[src/rtl/core/string_escape_decoder_assert.svh]
// Assertion macros shared by the string escape decoder modules.
// The macros expect signals named clk and rst in the module that uses them.
`ifndef STRING_ESCAPE_DECODER_ASSERT_SVH
`define STRING_ESCAPE_DECODER_ASSERT_SVH

// A condition that must hold at every clock edge outside reset.
`define SED_ASSERT_HOLD(label, cond) \
  label: assert property (@(posedge clk) disable iff (rst) (cond)) \
    else $error("sed: invariant violated");

// An implication checked in the same cycle, outside reset.
`define SED_ASSERT_IMPLY(label, ante, cons) \
  label: assert property (@(posedge clk) disable iff (rst) (ante) |-> (cons)) \
    else $error("sed: implication violated");

`endif

[src/rtl/core/sed_pkg.sv]
// Shared types and constants for the string escape decoder.
// No dependencies; used by every module of the block.
package sed_pkg;

  // Largest number of result bytes that one input transaction can cause.
  localparam int MAX_RESULTS = 10;
  // Hex digits held back for replay while an escape is collected.
  localparam int STORE_DEPTH = 7;

  // Characters recognised in the input.
  localparam logic [7:0] CH_BACKSLASH = 8'h5C;
  localparam logic [7:0] CH_SQUOTE    = 8'h27;
  localparam logic [7:0] CH_DQUOTE    = 8'h22;
  localparam logic [7:0] CH_NEWLINE   = 8'h0A;
  localparam logic [7:0] CH_N         = 8'h6E;
  localparam logic [7:0] CH_T         = 8'h74;
  localparam logic [7:0] CH_R         = 8'h72;
  localparam logic [7:0] CH_ZERO      = 8'h30;
  localparam logic [7:0] CH_A         = 8'h61;
  localparam logic [7:0] CH_B         = 8'h62;
  localparam logic [7:0] CH_F         = 8'h66;
  localparam logic [7:0] CH_V         = 8'h76;
  localparam logic [7:0] CH_X         = 8'h78;
  localparam logic [7:0] CH_LOWER_U   = 8'h75;
  localparam logic [7:0] CH_UPPER_U   = 8'h55;

  // Bytes produced by the single-letter escapes.
  localparam logic [7:0] BYTE_LF  = 8'h0A;
  localparam logic [7:0] BYTE_TAB = 8'h09;
  localparam logic [7:0] BYTE_CR  = 8'h0D;
  localparam logic [7:0] BYTE_NUL = 8'h00;
  localparam logic [7:0] BYTE_BEL = 8'h07;
  localparam logic [7:0] BYTE_BS  = 8'h08;
  localparam logic [7:0] BYTE_FF  = 8'h0C;
  localparam logic [7:0] BYTE_VT  = 8'h0B;

  // Hex digits needed by each numeric escape.
  localparam logic [3:0] NEED_X       = 4'd2;
  localparam logic [3:0] NEED_LOWER_U = 4'd4;
  localparam logic [3:0] NEED_UPPER_U = 4'd8;

  // One unit of work from the front end: the result bytes of one input
  // transaction, their number, and whether the literal ends with them.
  typedef struct packed {
    logic [3:0]                        count;
    logic                              string_end;
    logic [MAX_RESULTS-1:0][7:0]       bytes;
  } job_t;

  // Queue occupancy as seen by the producer and the consumer.
  typedef struct packed {
    logic full;
    logic empty;
  } q_stat_t;

endpackage

[src/rtl/core/sed_front.sv]
// Front end of the string escape decoder: accepts input transactions,
// tracks the escape state and turns each byte into a job. Uses sed_pkg.
`include "string_escape_decoder_assert.svh"

module sed_front (
  input  logic                clk,
  input  logic                rst,
  input  logic [7:0]          in_byte,
  input  logic                is_last,
  input  logic                in_valid,
  output logic                in_stall,
  output logic                push,
  output sed_pkg::job_t       push_job,
  input  sed_pkg::q_stat_t    stat
);

  typedef enum logic [2:0] {
    MODE_IDLE = 3'b001,
    MODE_ESC  = 3'b010,
    MODE_HEX  = 3'b100
  } mode_t;

  typedef struct packed {
    logic [2:0]      count;
    logic [3:0][7:0] bytes;
  } utf8_t;

  // Hex digit decode: bit 4 flags a valid digit, bits 3:0 hold its value.
  function automatic logic [4:0] hex_value(input logic [7:0] c);
    logic [4:0] r;
    r = 5'd0;
    if (c >= 8'h30 && c <= 8'h39) begin
      r = {1'b1, c[3:0]};
    end else if ((c >= 8'h61 && c <= 8'h66) || (c >= 8'h41 && c <= 8'h46)) begin
      r = {1'b1, 4'(c[3:0] + 4'd9)};
    end
    return r;
  endfunction

  // UTF-8 encoding; the lead byte of an oversized code point keeps only
  // its low eight bits.
  function automatic utf8_t utf8_encode(input logic [31:0] c);
    utf8_t r;
    r = '0;
    if (c < 32'h80) begin
      r.count    = 3'd1;
      r.bytes[0] = c[7:0];
    end else if (c < 32'h800) begin
      r.count    = 3'd2;
      r.bytes[0] = 8'hC0 | c[13:6];
      r.bytes[1] = 8'h80 | {2'b00, c[5:0]};
    end else if (c < 32'h10000) begin
      r.count    = 3'd3;
      r.bytes[0] = 8'hE0 | c[19:12];
      r.bytes[1] = 8'h80 | {2'b00, c[11:6]};
      r.bytes[2] = 8'h80 | {2'b00, c[5:0]};
    end else begin
      r.count    = 3'd4;
      r.bytes[0] = 8'hF0 | c[25:18];
      r.bytes[1] = 8'h80 | {2'b00, c[17:12]};
      r.bytes[2] = 8'h80 | {2'b00, c[11:6]};
      r.bytes[3] = 8'h80 | {2'b00, c[5:0]};
    end
    return r;
  endfunction

  mode_t       mode, mode_next;
  logic [7:0]  letter, letter_next;
  logic [3:0]  needed, needed_next;
  logic [2:0]  seen, seen_next;
  logic [27:0] code_point, code_point_next;
  logic [7:0]  digit_store [sed_pkg::STORE_DEPTH];

  logic        accept;
  logic        store_wr;
  logic [4:0]  hex;
  logic [31:0] cp_full;
  logic [3:0]  seen_ext;
  logic [3:0]  rep_len;
  logic        esc_start;
  logic        hex_done;
  utf8_t       utf8;
  logic [sed_pkg::MAX_RESULTS-1:0][7:0] rep_src;
  logic [sed_pkg::MAX_RESULTS-1:0][7:0] rep_bytes;
  sed_pkg::job_t job;

  assign in_stall  = stat.full;
  assign accept    = in_valid && !stat.full;
  assign hex       = hex_value(in_byte);
  assign cp_full   = {code_point, hex[3:0]};
  assign seen_ext  = {1'b0, seen};
  assign rep_len   = 4'd2 + seen_ext;
  assign esc_start = (in_byte == sed_pkg::CH_BACKSLASH) && !is_last;
  assign hex_done  = (seen_ext + 4'd1) >= needed;
  assign utf8      = utf8_encode(cp_full);

  // Replay sequence: backslash, escape letter, stored digits, then the
  // current byte in the first free place.
  always_comb begin
    rep_src    = '0;
    rep_src[0] = sed_pkg::CH_BACKSLASH;
    rep_src[1] = letter;
    for (int k = 0; k < sed_pkg::STORE_DEPTH; k++) begin
      rep_src[k+2] = digit_store[k];
    end
    for (int i = 0; i < sed_pkg::MAX_RESULTS; i++) begin
      rep_bytes[i] = (4'(i) < rep_len) ? rep_src[i] : in_byte;
    end
  end

  // Classify the byte against the escape state and build its job.
  always_comb begin
    job             = '0;
    mode_next       = mode;
    letter_next     = letter;
    needed_next     = needed;
    seen_next       = seen;
    code_point_next = code_point;
    store_wr        = 1'b0;
    case (mode)
      MODE_HEX: begin
        if (hex[4]) begin
          if (hex_done) begin
            if (letter == sed_pkg::CH_X) begin
              job.count    = 4'd1;
              job.bytes[0] = cp_full[7:0];
            end else begin
              job.count = {1'b0, utf8.count};
              for (int i = 0; i < 4; i++) begin
                job.bytes[i] = utf8.bytes[i];
              end
            end
            mode_next = MODE_IDLE;
          end else if (is_last) begin
            job.bytes = rep_bytes;
            job.count = rep_len + 4'd1;
            mode_next = MODE_IDLE;
          end else begin
            store_wr        = 1'b1;
            seen_next       = seen + 3'd1;
            code_point_next = cp_full[27:0];
          end
        end else begin
          // Bad digit: replay, then treat the byte as if no escape were open.
          job.bytes = rep_bytes;
          job.count = esc_start ? rep_len : rep_len + 4'd1;
          mode_next = esc_start ? MODE_ESC : MODE_IDLE;
        end
      end
      MODE_ESC: begin
        mode_next = MODE_IDLE;
        job.count = 4'd1;
        case (in_byte)
          sed_pkg::CH_N:         job.bytes[0] = sed_pkg::BYTE_LF;
          sed_pkg::CH_T:         job.bytes[0] = sed_pkg::BYTE_TAB;
          sed_pkg::CH_R:         job.bytes[0] = sed_pkg::BYTE_CR;
          sed_pkg::CH_ZERO:      job.bytes[0] = sed_pkg::BYTE_NUL;
          sed_pkg::CH_A:         job.bytes[0] = sed_pkg::BYTE_BEL;
          sed_pkg::CH_B:         job.bytes[0] = sed_pkg::BYTE_BS;
          sed_pkg::CH_F:         job.bytes[0] = sed_pkg::BYTE_FF;
          sed_pkg::CH_V:         job.bytes[0] = sed_pkg::BYTE_VT;
          sed_pkg::CH_BACKSLASH: job.bytes[0] = sed_pkg::CH_BACKSLASH;
          sed_pkg::CH_SQUOTE:    job.bytes[0] = sed_pkg::CH_SQUOTE;
          sed_pkg::CH_DQUOTE:    job.bytes[0] = sed_pkg::CH_DQUOTE;
          sed_pkg::CH_NEWLINE:   job.count    = 4'd0;
          sed_pkg::CH_X, sed_pkg::CH_LOWER_U, sed_pkg::CH_UPPER_U: begin
            if (is_last) begin
              job.count    = 4'd2;
              job.bytes[0] = sed_pkg::CH_BACKSLASH;
              job.bytes[1] = in_byte;
            end else begin
              job.count       = 4'd0;
              mode_next       = MODE_HEX;
              letter_next     = in_byte;
              seen_next       = 3'd0;
              code_point_next = '0;
              needed_next     = (in_byte == sed_pkg::CH_X)       ? sed_pkg::NEED_X :
                                (in_byte == sed_pkg::CH_LOWER_U) ? sed_pkg::NEED_LOWER_U :
                                                                   sed_pkg::NEED_UPPER_U;
            end
          end
          default: begin
            job.count    = 4'd2;
            job.bytes[0] = sed_pkg::CH_BACKSLASH;
            job.bytes[1] = in_byte;
          end
        endcase
      end
      default: begin
        if (esc_start) begin
          mode_next = MODE_ESC;
        end else begin
          job.count    = 4'd1;
          job.bytes[0] = in_byte;
        end
      end
    endcase
    // The final byte closes the literal and leaves no escape open.
    if (is_last) begin
      job.string_end = 1'b1;
      mode_next      = MODE_IDLE;
    end
  end

  assign push     = accept && ((job.count != 4'd0) || is_last);
  assign push_job = job;

  // Escape state registers.
  always_ff @(posedge clk) begin
    if (rst) begin
      mode       <= MODE_IDLE;
      letter     <= '0;
      needed     <= '0;
      seen       <= '0;
      code_point <= '0;
    end else if (accept) begin
      mode       <= mode_next;
      letter     <= letter_next;
      needed     <= needed_next;
      seen       <= seen_next;
      code_point <= code_point_next;
    end
  end

  // Digit store for replay; only entries of the open escape are ever read.
  always_ff @(posedge clk) begin
    if (accept && store_wr) begin
      digit_store[seen] <= in_byte;
    end
  end

  `SED_ASSERT_IMPLY(a_hex_digits_bounded, mode == MODE_HEX, seen_ext < needed)

endmodule

[src/rtl/core/sed_queue.sv]
// Two-entry job queue between the front end and the back end.
// Uses sed_pkg for the job and status types.
`include "string_escape_decoder_assert.svh"

module sed_queue (
  input  logic                clk,
  input  logic                rst,
  input  logic                push,
  input  sed_pkg::job_t       push_job,
  input  logic                pop,
  output sed_pkg::job_t       head,
  output sed_pkg::q_stat_t    stat
);

  sed_pkg::job_t entries [2];
  logic          wr_ptr;
  logic          rd_ptr;
  logic [1:0]    count;

  assign head       = entries[rd_ptr];
  assign stat.full  = (count == 2'd2);
  assign stat.empty = (count == 2'd0);

  // Pointers and occupancy.
  always_ff @(posedge clk) begin
    if (rst) begin
      wr_ptr <= 1'b0;
      rd_ptr <= 1'b0;
      count  <= 2'd0;
    end else begin
      if (push) begin
        wr_ptr <= !wr_ptr;
      end
      if (pop) begin
        rd_ptr <= !rd_ptr;
      end
      if (push && !pop) begin
        count <= count + 2'd1;
      end else if (pop && !push) begin
        count <= count - 2'd1;
      end
    end
  end

  // Job storage.
  always_ff @(posedge clk) begin
    if (push) begin
      entries[wr_ptr] <= push_job;
    end
  end

  `SED_ASSERT_HOLD(a_no_push_when_full, !(push && stat.full))
  `SED_ASSERT_HOLD(a_no_pop_when_empty, !(pop && stat.empty))

endmodule

[src/rtl/core/sed_back.sv]
// Back end of the string escape decoder: walks the head job one byte per
// cycle into the output register when the output is not stalled. Uses sed_pkg for the job types.
`include "string_escape_decoder_assert.svh"

module sed_back (
  input  logic                clk,
  input  logic                rst,
  input  sed_pkg::job_t       head,
  input  sed_pkg::q_stat_t    stat,
  output logic                pop,
  output logic [7:0]          out_byte,
  output logic                has_byte,
  output logic                run_last,
  output logic                string_end,
  output logic                out_valid,
  input  logic                out_stall
);

  logic [3:0] idx;
  logic       advance;
  logic       take;
  logic       at_last;
  logic       job_has_bytes;

  assign advance       = !out_valid || !out_stall;
  assign take          = advance && !stat.empty;
  assign job_has_bytes = (head.count != 4'd0);
  assign at_last       = !job_has_bytes || (idx == head.count - 4'd1);
  assign pop           = take && at_last;

  // Position within the head job.
  always_ff @(posedge clk) begin
    if (rst) begin
      idx <= 4'd0;
    end else if (take) begin
      idx <= at_last ? 4'd0 : idx + 4'd1;
    end
  end

  // Output register; it loads whenever the previous transaction has left.
  always_ff @(posedge clk) begin
    if (rst) begin
      out_valid <= 1'b0;
    end else if (advance) begin
      out_valid <= take;
    end
  end

  always_ff @(posedge clk) begin
    if (take) begin
      out_byte   <= job_has_bytes ? head.bytes[idx] : 8'h00;
      has_byte   <= job_has_bytes;
      run_last   <= at_last;
      string_end <= head.string_end && at_last;
    end
  end

  `SED_ASSERT_IMPLY(a_end_closes_run, out_valid && string_end, run_last)
  `SED_ASSERT_IMPLY(a_bare_marker, out_valid && !has_byte, string_end && (out_byte == 8'h00))

endmodule

[src/rtl/core/string_escape_decoder.sv]
// Top level of the string escape decoder: front end, job queue, back end.
// Depends on sed_pkg, sed_front, sed_queue and sed_back.
//
//  Channel | Handshake             | Payload
//  --------+-----------------------+--------------------------------------------
//  input   | in_valid / in_stall   | in_byte, is_last
//  output  | out_valid / out_stall | out_byte, has_byte, run_last, string_end
//
// A transaction is taken every cycle while the two-entry job queue has room.
// Each input transaction yields 0 to 10 results; the back end sends one
// result per cycle while the output is not stalled.
// A result is registered first in the job queue, then in the output register.
// Reset is synchronous and empties the queue, the output register and the
// escape state; there is no clearing pass.
// in_stall rises only when the queue is full, i.e. when the output side is
// stalled or busy with multi-byte runs.

module string_escape_decoder (
  input  logic       clk,
  input  logic       rst,
  input  logic [7:0] in_byte,
  input  logic       is_last,
  input  logic       in_valid,
  output logic       in_stall,
  output logic [7:0] out_byte,
  output logic       has_byte,
  output logic       run_last,
  output logic       string_end,
  output logic       out_valid,
  input  logic       out_stall
);

  logic             push;
  logic             pop;
  sed_pkg::job_t    push_job;
  sed_pkg::job_t    head;
  sed_pkg::q_stat_t stat;

  sed_front u_front (
    .clk      (clk),
    .rst      (rst),
    .in_byte  (in_byte),
    .is_last  (is_last),
    .in_valid (in_valid),
    .in_stall (in_stall),
    .push     (push),
    .push_job (push_job),
    .stat     (stat)
  );

  sed_queue u_queue (
    .clk      (clk),
    .rst      (rst),
    .push     (push),
    .push_job (push_job),
    .pop      (pop),
    .head     (head),
    .stat     (stat)
  );

  sed_back u_back (
    .clk        (clk),
    .rst        (rst),
    .head       (head),
    .stat       (stat),
    .pop        (pop),
    .out_byte   (out_byte),
    .has_byte   (has_byte),
    .run_last   (run_last),
    .string_end (string_end),
    .out_valid  (out_valid),
    .out_stall  (out_stall)
  );

endmodule
[config.mk]
export PLATFORM = sky130hd
export DESIGN_NAME = string_escape_decoder
export DESIGN_NICKNAME = d
export VERILOG_FILES = /design/src/rtl/core/sed_pkg.sv /design/src/rtl/core/sed_front.sv /design/src/rtl/core/sed_queue.sv /design/src/rtl/core/sed_back.sv /design/src/rtl/core/string_escape_decoder.sv
export VERILOG_INCLUDE_DIRS = /design/src /design/src/rtl/core
export SDC_FILE = /design/constraint.sdc
export NUM_CORES = 1
export LEC_CHECK = 0
export BUFFER_PORTS_ARGS = -buffer_cell sky130_fd_sc_hd__buf_2
export CAP_MARGIN = 20
export CORE_UTILIZATION = 63
export DETAILED_ROUTE_END_ITERATION = 10
export PLACE_DENSITY_LB_ADDON = 0.12
export SYNTH_ARGS = -nofsm -noshare
export SYNTH_HDL_FRONTEND = slang
export SYNTH_SLANG_ARGS = --single-unit
[constraint.sdc]
create_clock -name clk -period 8.2 [get_ports clk]
set_clock_uncertainty 0.15 [all_clocks]
set_input_delay 0.41 -clock clk [delete_from_list [all_inputs] [get_ports clk]]
set_output_delay 0.41 -clock clk [all_outputs]
set_load 0.01 [all_outputs]
* Yosys cells after proc, flatten, opt, wreduce, memory -nomap -nowiden
Memory sizes are Yosys's and may differ from the RTL's. A register that Yosys moved wholly into a read port is not among the register bits.
Cells that the tools add are included.
W data, S select, Z words.
** Cells by class
- Add/subtract/negate cells :: 9
- Eq/ne operators :: 26
- Reductions and logical operators :: 39
- Magnitude comparators :: 21
- Bitwise gates (word level) :: 1
- Mux-type cells :: 80
** Operator list (number)
- $mux W80 :: 2
- $mux W28 :: 5
- $mux W8 :: 15
- $eq A8 B7 Y1 const B :: 12
- $pmux W8 S11 :: 1
- $mux W64 :: 1
- $pmux W28 S2 :: 1
- $mux W16 :: 3
- $mux W24 :: 2
- $mux W48 :: 1
- $pmux W8 S2 :: 3
- $mux W3 :: 14
- $bmux W8 S4 :: 1
- $lt A32 B12 Y1 const B :: 1
- $lt A32 B17 Y1 const B :: 1
- $lt A32 B8 Y1 const B :: 1
- $mux W32 :: 1
- $mux W4 :: 7
- $eq A8 B6 Y1 const B :: 3
- $mux W22 :: 1
- $ge A8 B7 Y1 const B :: 2
- $le A8 B7 Y1 const B :: 2
- $lt A3 B4 Y1 const A :: 4
- $logic_and A1 B1 Y1 :: 12
- 42 further kinds :: 80
** Storage, ports and cells
- Memories :: 2
- Register bits after elaboration :: 66
- Input port bits :: 13
- RAM bits :: 226
** Memories
- u_queue.entries :: words 2, bits a word 85, read ports 1, clocked after memory_dff 1, write ports 1, RTL line sed_queue.sv:15 : sed_pkg::job_t entries [2];
- u_front.digit_store :: words 7, bits a word 8, read ports 7, clocked after memory_dff 0, write ports 1, RTL line sed_front.sv:72 : logic [7:0] digit_store [sed_pkg::STORE_DEPTH];

* Logic depth before layout (Yosys ltp)
Gate-level depths: netlist of run 1.
- Depth after elaboration :: 20
- Mapped depth :: 15
- Depth with buffers taken out :: 14

* Modules after synthesis
Synthesis of run 1 repeated with hierarchy kept, for this count alone.
** Second synthesis, totals
- Cell total of the unflattened synthesis :: 1131
- Area total of the unflattened synthesis :: 14007.2 µm²
** Modules (own cells, without submodules)
- sed_queue :: cells an instance 286, times used 1, area an instance 6346.1 µm²
- sed_front :: cells an instance 741, times used 1, area an instance 6343.6 µm²
- sed_back :: cells an instance 104, times used 1, area an instance 1317.5 µm²

* Least setup slack after synthesis of run 1
OpenSTA, ideal clock, no wires.
- Kind :: register -> register
- Start :: reg u_front.seen[1]
- End :: mem u_queue.entries[0][0] in the netlist's numbering, enable pin
- Path buffers :: 1
- Slack :: 881 ps
- Required time :: 7511 ps
- Arrival :: 6630 ps
- Cell stages (with the launch flop) :: 13
- Period minus slack after synthesis :: 7319 ps
- Cells stage by stage :: dfxtp_1 -> ha_1 -> buf_1 -> and2_1 -> ha_1 -> nand2_1 -> o21a_1 -> a2111oi_0 -> a311oi_2 -> o211ai_2 -> nor4_4 -> a21oi_1 -> nor2b_1
** RTL lines
- start, declared :: RTL line sed_front.sv:70 : logic [2:0] seen, seen_next;
- start signal, assigned :: RTL line sed_front.sv:220 : seen <= seen_next;
- end, declared :: RTL line sed_queue.sv:15

==> results of run 1 <==
kinds of logic (layout without fill, tap and decap cells):
kind of cell             Yosys count  in the layout  share of synthesized area [%]
AND/OR/NAND/NOR                  342            342                           12.0
AO/OA/AOI/OAI                    216            216                           10.0
adder cells (fa/ha/maj)           21             21                           2.01
multiplexers                      89             89                           11.1
flip-flops                       292            292                           61.1
XOR/XNOR                          16             16                           1.04
buffers and inverters             89            117                           2.70
power by group through the flow:
stage	clock [mW]	combinational (mW)	sequential, mW
2_1_floorplan	0	0.463	1.95
3_3_place_gp	0	0.646	1.95
3_5_place_dp	0	0.652	1.96
4_1_cts	1.39	0.661	1.94
5_1_grt	1.45	0.701	1.95
6_report	1.38	0.652	1.93
cell type report:
class	count	area share, %
inverter	22	0.559
clock inverter	25	1.75
tap	275	2.33
multi-input combinational	684	33.0
clock buffer	31	5.11
timing repair buffer	39	1.60
sequential	292	55.6
repair_timing:
action	in CTS	in global routing
endpoints found under the hold margin	1	0
hold buffers	1	0
setup buffers	0	0
cells in the mapped netlist, drive strengths merged, types with 3 or more instances:
cell type	n	share of area, %
edfxtp	237	53
nand2	108	3.0
a21oi	105	3.9
nor2	99	2.8
dfxtp	55	8.2
mux4	48	8.0
clkbuf	43	1.2
o21ai	42	1.6
mux2i	40	3.0
nand3	40	1.5
buf	24	0.88
inv	22	0.61
ha	20	1.9
and2	19	0.88
nor3	15	0.56
and3	11	0.51
nor4	11	0.67
xnor2	11	0.72
nand2b	9	0.42
a22oi	8	0.45
o22ai	7	0.33
a22o	6	0.39
a211oi	5	0.28
nand4	5	0.23
nor2b	5	0.23
xor2	5	0.33
a221o	4	0.31
a31oi	4	0.19
or3	4	0.19
o211ai	3	0.20
o21a	3	0.17
o311ai	3	0.20
o31ai	3	0.17
or2	3	0.14
path summary, 6_finish.rpt:
check | from | endpoint | slack [ns] | cells after the start
worst max register to register | u_front.seen[1] | u_queue.entries[1][3] | 3.10 | 12
worst max-delay path | u_front.seen[1] | u_queue.entries[1][3] | 3.10 | 12
worst min-delay path | is_last | u_queue.entries[0][80] | 0.13 | 1
worst min register to register | u_front.code_point[27] | u_front.code_point[27] | 0.31 | 2
layer usage:
| metal | share of wire, % | routed length, um |
|---|---|---|
| met1 | 42 | 14800 |
| met2 | 46 | 16000 |
| met3 | 8.9 | 3130 |
| met4 | 3.3 | 1150 |
| met5 | 0 | 0 |
state kept, by name (all words and copies together) (netlist names), 3 cells and up, named ones only:
register,flops
u_front.letter,8
u_front.mode,3
u_front.code_point,28
u_queue.entries,170
u_back.idx,4
u_front.digit_store,56
u_front.seen,3
u_back.out_byte,8
u_front.needed,3
metrics by stage:
step / setup WS (ns) / hold slack [ns] / power, mW
2_1_floorplan: 0.881 / 0.282 / 2.42
3_3_place_gp: 2.97 / 0.288 / 2.59
3_5_place_dp: 2.87 / 0.297 / 2.61
4_1_cts: 3.09 / 0.105 / 3.99
5_1_grt: 2.82 / 0.114 / 4.10
6_report: 3.10 / 0.126 / 3.97
==> reports/metrics.csv, run 1 <==
stage;metric;value;unit
run_status;outcome;finished clean;
place;dp.cells;1311;
floorplanning;die_area;21900;sq um
global_route;grt_pass1_wl;52700;um
route;vias;9011;
setup_path;critical-path-max-stage-delay;0.70;ns
setup_path;crit_path_cell_trace;ha_1 -> and2_1 -> ha_1 -> nand2_1 -> o21a_1 -> a2111oi_0 -> a311oi_2 -> o211ai_2 -> nor4_4 -> a21oi_1 -> and2_4 -> buf_4;
finish;finish.utilization;70.5;%
floorplanning;die_y;148;um
sta;hold_viol_final;0;
synthesis;yosys_warnings;0;
synthesis;syn_nets;1099;
power;cellLeakagePower;4.99;nW
floorplanning;die_w;148;um
route;dr.pass1.iters;5;
global_route;grt.busiest_layer;met2;
setup_path;crit_family;compound AO/OA/AOI/OAI gates;
cts;clkTransAtPathRegs;0.06;ns
power;peakVddDrop;180;uV
sta;setup_viol;0;
setup_path;critPathSlowestCell;ha_1;
setup_path;end_kind;flop;
finish;drive_above_1_share;14.1;%
global_route;antenna_found_initial;0;
cts;insertion_delay;0.57;ns
floorplanning;core_area;21000;sq um
synthesis;synth-main-ff-cell;edfxtp_1;
setup_path;path_max_fanout;50;
global_route;grt_usage;32.9;%
setup_path;cpMostUsedCell;ha_1;
finish;layout_commonest_cell;edfxtp_1;
floorplanning;num_rows;53;
route;drt_wl_total;35100;um
sta;period_share;62.2;%
sta;rsz0062_at_grt;false;
sta;fmax;196;MHz
global_route;met2_usage;49.6;%
sta;min_period;5.10;ns
synthesis;synth_cell_types;76;
sta;setup_tns;0;ns
place;postPlaceCellArea;13800;sq um
global_route;grt_start_max_net_pins;77;
setup_path;cp.arrival;5.14;ns
route;avgRoutedWirePerCell;25.7;um
power;p_comb_share;16.4;%
power;power_density;268;nW/um^2
run;max_cap_violations;0;
route;drt-initial-drc-count;1005;
finish;multi_input_area;4880;sq um
global_route;grt_overflow;0;
route;via_per_inst;6.59;
global_route;use_met1;49.1;%
global_route;grt_pass1_vias;8492;
cts;h-tree-depth;1;
power;p_seq_share;48.8;%
sta;slew_violations;0;
place;port_buffers;25;
cts;clockRootBuffer;clkbuf_16;
cts;clkSinkCount;292;
power;sw_frac_of_total;26.1;%
power;pwr-share-clk;34.8;%
cts;cts_resized;0;
setup_path;start_kind;flop;
finish;area_growth;9.86;%
synthesis;syn_area;13400;sq um
sta;slew_headroom;32.9;%
synthesis;seq_area_frac_synth;61.1;%
finish;final_cell_mix;edfxtp_1, nand2_1, a21oi_1, nor2_1, dfxtp_1;
synthesis;synth-async-reset-ratio;0;%
place;gp_congestion;0.952;
setup_path;criticalPathCategory;reg -> reg;
synthesis;synth-seq-cells;292;
global_route;grt_util_met3;4.94;%
cts;cts_tree;yes;
power;p_int;2.93;mW
finish;n_fill_cell;1478;
setup_path;path_buf_inv;1;
power;p_switching;1.04;mW
route;drc;0;
finish;nets;1103;
finish;final_cells;1368;
floorplanning;initial_utilization;64.2;%
synthesis;syn_inst;1065;
floorplanning;io_pins;26;
finish;finalInstanceArea;14800;sq um
finish;diodes;0;
place;post-dp-hpwl;23400;um
sta;worstMarginPinSlew;0.999;ns
cts;numCtsBuffers;30;
cts;cts_max_path_buffers;3;
setup_path;cp.required;8.24;ns
synthesis;synth_edf_count;237;
route;antenna_left;0;
hold_path;min_path_type;in -> reg;
synthesis;avgSynthCellArea;12.6;sq um
finish;seq_area;8220;sq um
Power figures use the tool's default switching activity.
==> inputs of run 2 (changes only) <==
CORE_UTILIZATION = 57   (was 63)
clock period = 4.6 ns   (was 8.2 ns; I/O delays follow)
==> reports/metrics.csv, run 2 (synthesis gave the netlist of run 1 again) <==
stage;metric;value;unit;change
sta;setup_tns;0;ns;unchanged
finish;finish.utilization;66.0;%;-4.5 points
cts;insertion_delay;0.57;ns;about the same
setup_path;cp.required;4.72;ns;-3.52 ns
setup_path;start_kind;input pin;;
power;p_int;5.41;mW;+85%
power;peakVddDrop;350;uV;+95%
cts;cts_tree;yes;;
power;cellLeakagePower;5.12;nW;+2.7%
sta;setup_slack;0.325;ns;-2.77 ns
global_route;grt_usage;28.7;%;-4.2 points
floorplanning;initial_utilization;58.7;%;-5.5 points
finish;nets;1123;;+1.8%
finish;final_cells;1426;;+4.2%
place;gp_congestion;0.968;;+1.7%
place;pre_cts_ws;0.411;ns;-2.46 ns
cts;clkSinkCount;292;;unchanged
route;drt_wl_total;33900;um;-3.6%
setup_path;criticalPathCategory;in -> reg;;
route;via_per_inst;6.32;;-4.0%
hold_path;hold_start;in_byte[1];;
sta;period_share;92.9;%;
finish;drive_above_1_share;15.5;%;+1.4 points
finish;final_cell_mix;edfxtp_1, nand2_1, a21oi_1, nor2_1, dfxtp_1;;
cts;cts_resized;0;;unchanged
floorplanning;core_area;22900;sq um;+9.4%
power;sw_frac_of_total;25.4;%;-0.74 points
finish;area_growth;12.5;%;
sta;slew_violations;0;;unchanged
setup_path;path_buf_inv;5;;+4
route;dr.pass1.iters;6;;+1
power;p_switching;1.84;mW;+78%
global_route;antenna_found_initial;0;;unchanged
setup_path;r2r_end;u_queue.entries[0][3];;
global_route;grt_overflow;0;;unchanged
run;max_cap_violations;0;;unchanged
route;vias;9013;;+0.022%
cts;h-tree-depth;1;;unchanged
place;port_buffers;25;;unchanged
setup_path;end_kind;flop;;
floorplanning;die_area;24200;sq um;+10%
route;antenna_left;0;;unchanged
sta;slew_headroom;31.7;%;-1.1 points
setup_path;critical-path-max-stage-delay;0.56;ns;-0.14 ns
setup_path;cp.arrival;4.39;ns;-0.75 ns
power;p_seq_share;47.4;%;-1.4 points
power;p_comb_share;16.9;%;+0.5 points
global_route;grt_pass1_wl;51300;um;-2.7%
finish;largest_register_ffs;170;;unchanged
setup_path;critPathSlowestCell;nor2b_4;;
setup_path;crit_family;buffers and inverters;;
finish;largest_register;u_queue.entries;;
run_status;outcome;finished clean;;
place;dp.cells;1365;;+4.1%
floorplanning;io_pins;26;;unchanged
sta;hold_viol_final;0;;unchanged
power;power_density;479;nW/um^2;+79%
route;drt-initial-drc-count;1066;;+6.1%
power;pwr-share-clk;35.7;%;+0.9 points
hold_path;min_path_type;in -> reg;;
route;drc;0;;unchanged
cts;cts_max_path_buffers;3;;unchanged
finish;layout_commonest_cell;edfxtp_1;;
setup_path;crit_path_cell_trace;dlygate4sd3_1 -> buf_2 -> inv_1 -> ha_1 -> nor4b_1 -> nor2_1 -> a221oi_2 -> buf_4 -> a311oi_2 -> o211ai_2 -> nor4_4 -> a21oi_1 -> nor2b_4 -> buf_4;;
sta;min_period;4.27;ns;
sta;setup_viol;0;;unchanged
setup_path;reg2reg_slack;0.34;ns;-2.76 ns
setup_path;rr_startpoint;u_front.seen[1];;
hold_path;hold_depth;5;;+4
floorplanning;die_w;156;um;+5.1%
sta;rsz0062_at_grt;false;;
route;avgRoutedWirePerCell;23.7;um;-7.5%
finish;n_fill_cell;1734;;+17%
global_route;grt_start_max_net_pins;56;;-27%
cts;clockRootBuffer;clkbuf_16;;
global_route;grt_pass1_vias;8384;;-1.3%
floorplanning;die_y;156;um;+5.1%
place;post-dp-hpwl;23400;um;-0.11%
cts;hold_buffers;5;;+4
setup_path;r2r_cells;11;;-1
cts;clkTransAtPathRegs;0.07;ns;about the same
hold_path;whs_endpoint;u_front.letter[1];;
floorplanning;num_rows;55;;+3.8%
cts;cts_setup_buffers;0;;unchanged
cts;numCtsBuffers;30;;unchanged
sta;worstMarginPinSlew;1.02;ns;+0.0198 ns
power;power;7.25;mW;+83%
finish;largestRegisters;u_queue.entries x170, u_front.digit_store x56, u_front.code_point x28;;
setup_path;path_max_fanout;22;;-56%
setup_path;cpMostUsedCell;buf_4;;
sta;fmax;234;MHz;
finish;diodes;0;;unchanged
run 2: cell types whose count changed in the layout (fill, tap and decap cells not counted), moves of 2 or more:
cell           change
clkinv_2           -2
inv_8              -2
clkinvlp_4         +3
clkbuf_1           +2
bufinv_16          +2
buf_12             +7
dlygate4sd3_1      +4
clkinv_1           -4
buf_4             +10
run 2: final cells by class:
| class | count | area (sq um) | share of cell area, % |
|---|---|---|---|
| flip-flops and latches | 292 | 8220 | 54.3 |
| clock inverters | 23 | 310 | 2.05 |
| repair buffers | 59 | 480 | 3.18 |
| inverters | 22 | 82.6 | 0.546 |
| well taps | 313 | 392 | 2.59 |
| multi-input cells | 684 | 4880 | 32.3 |
| clock buffers | 33 | 762 | 5.04 |
run 2: how the worst max path moves through the flow:
stage	startpoint	endpoint	cells past startpoint
after floorplan	u_front.seen[0]	u_queue.entries[0][0]	12
after global placement	in_byte[0]	u_queue.entries[0][1]	11
after detailed placement	in_byte[0]	u_queue.entries[0][19]	11
after CTS	u_front.seen[1]	u_queue.entries[0][10]	11
after global routing	u_front.seen[1]	u_queue.entries[0][8]	11
final	in_byte[0]	u_queue.entries[0][3]	14
run 2: metrics by stage:
stage,area [sq um],hold WS (ns)
after floorplan,13500,0.179
after global placement,14000,0.291
after detailed placement,14000,0.299
after CTS,15100,0.000824
after global routing,15100,0.0395
final,15100,0.0122
run 2: tightest hold or removal path: stages:
cell and delay, ns:
buf_2 0.09, inv_1 0.12, nor2_1 0.14, a21oi_1 0.05, nor2_1 0.07
run 2: power by group through the flow:
stage	combinational [mW]	sequential [mW]	clock (mW)
4_1_cts	1.24	3.44	2.61
5_1_grt	1.32	3.47	2.72
3_5_place_dp	1.23	3.49	0
2_1_floorplan	0.830	3.45	0
6_report	1.22	3.44	2.59
3_3_place_gp	1.22	3.48	0
run 2: metal layers:
layer | GRT usage (%) | vias to the layer above | share of wire [%]
met2 | 42.1 | 461 | 43
met3 | 6.25 | 78 | 9.7
li1 | - | 4066 | -
met4 | 8.40 | 0 | 3.3
met5 | 0 | - | 0
met1 | 43.1 | 4408 | 44
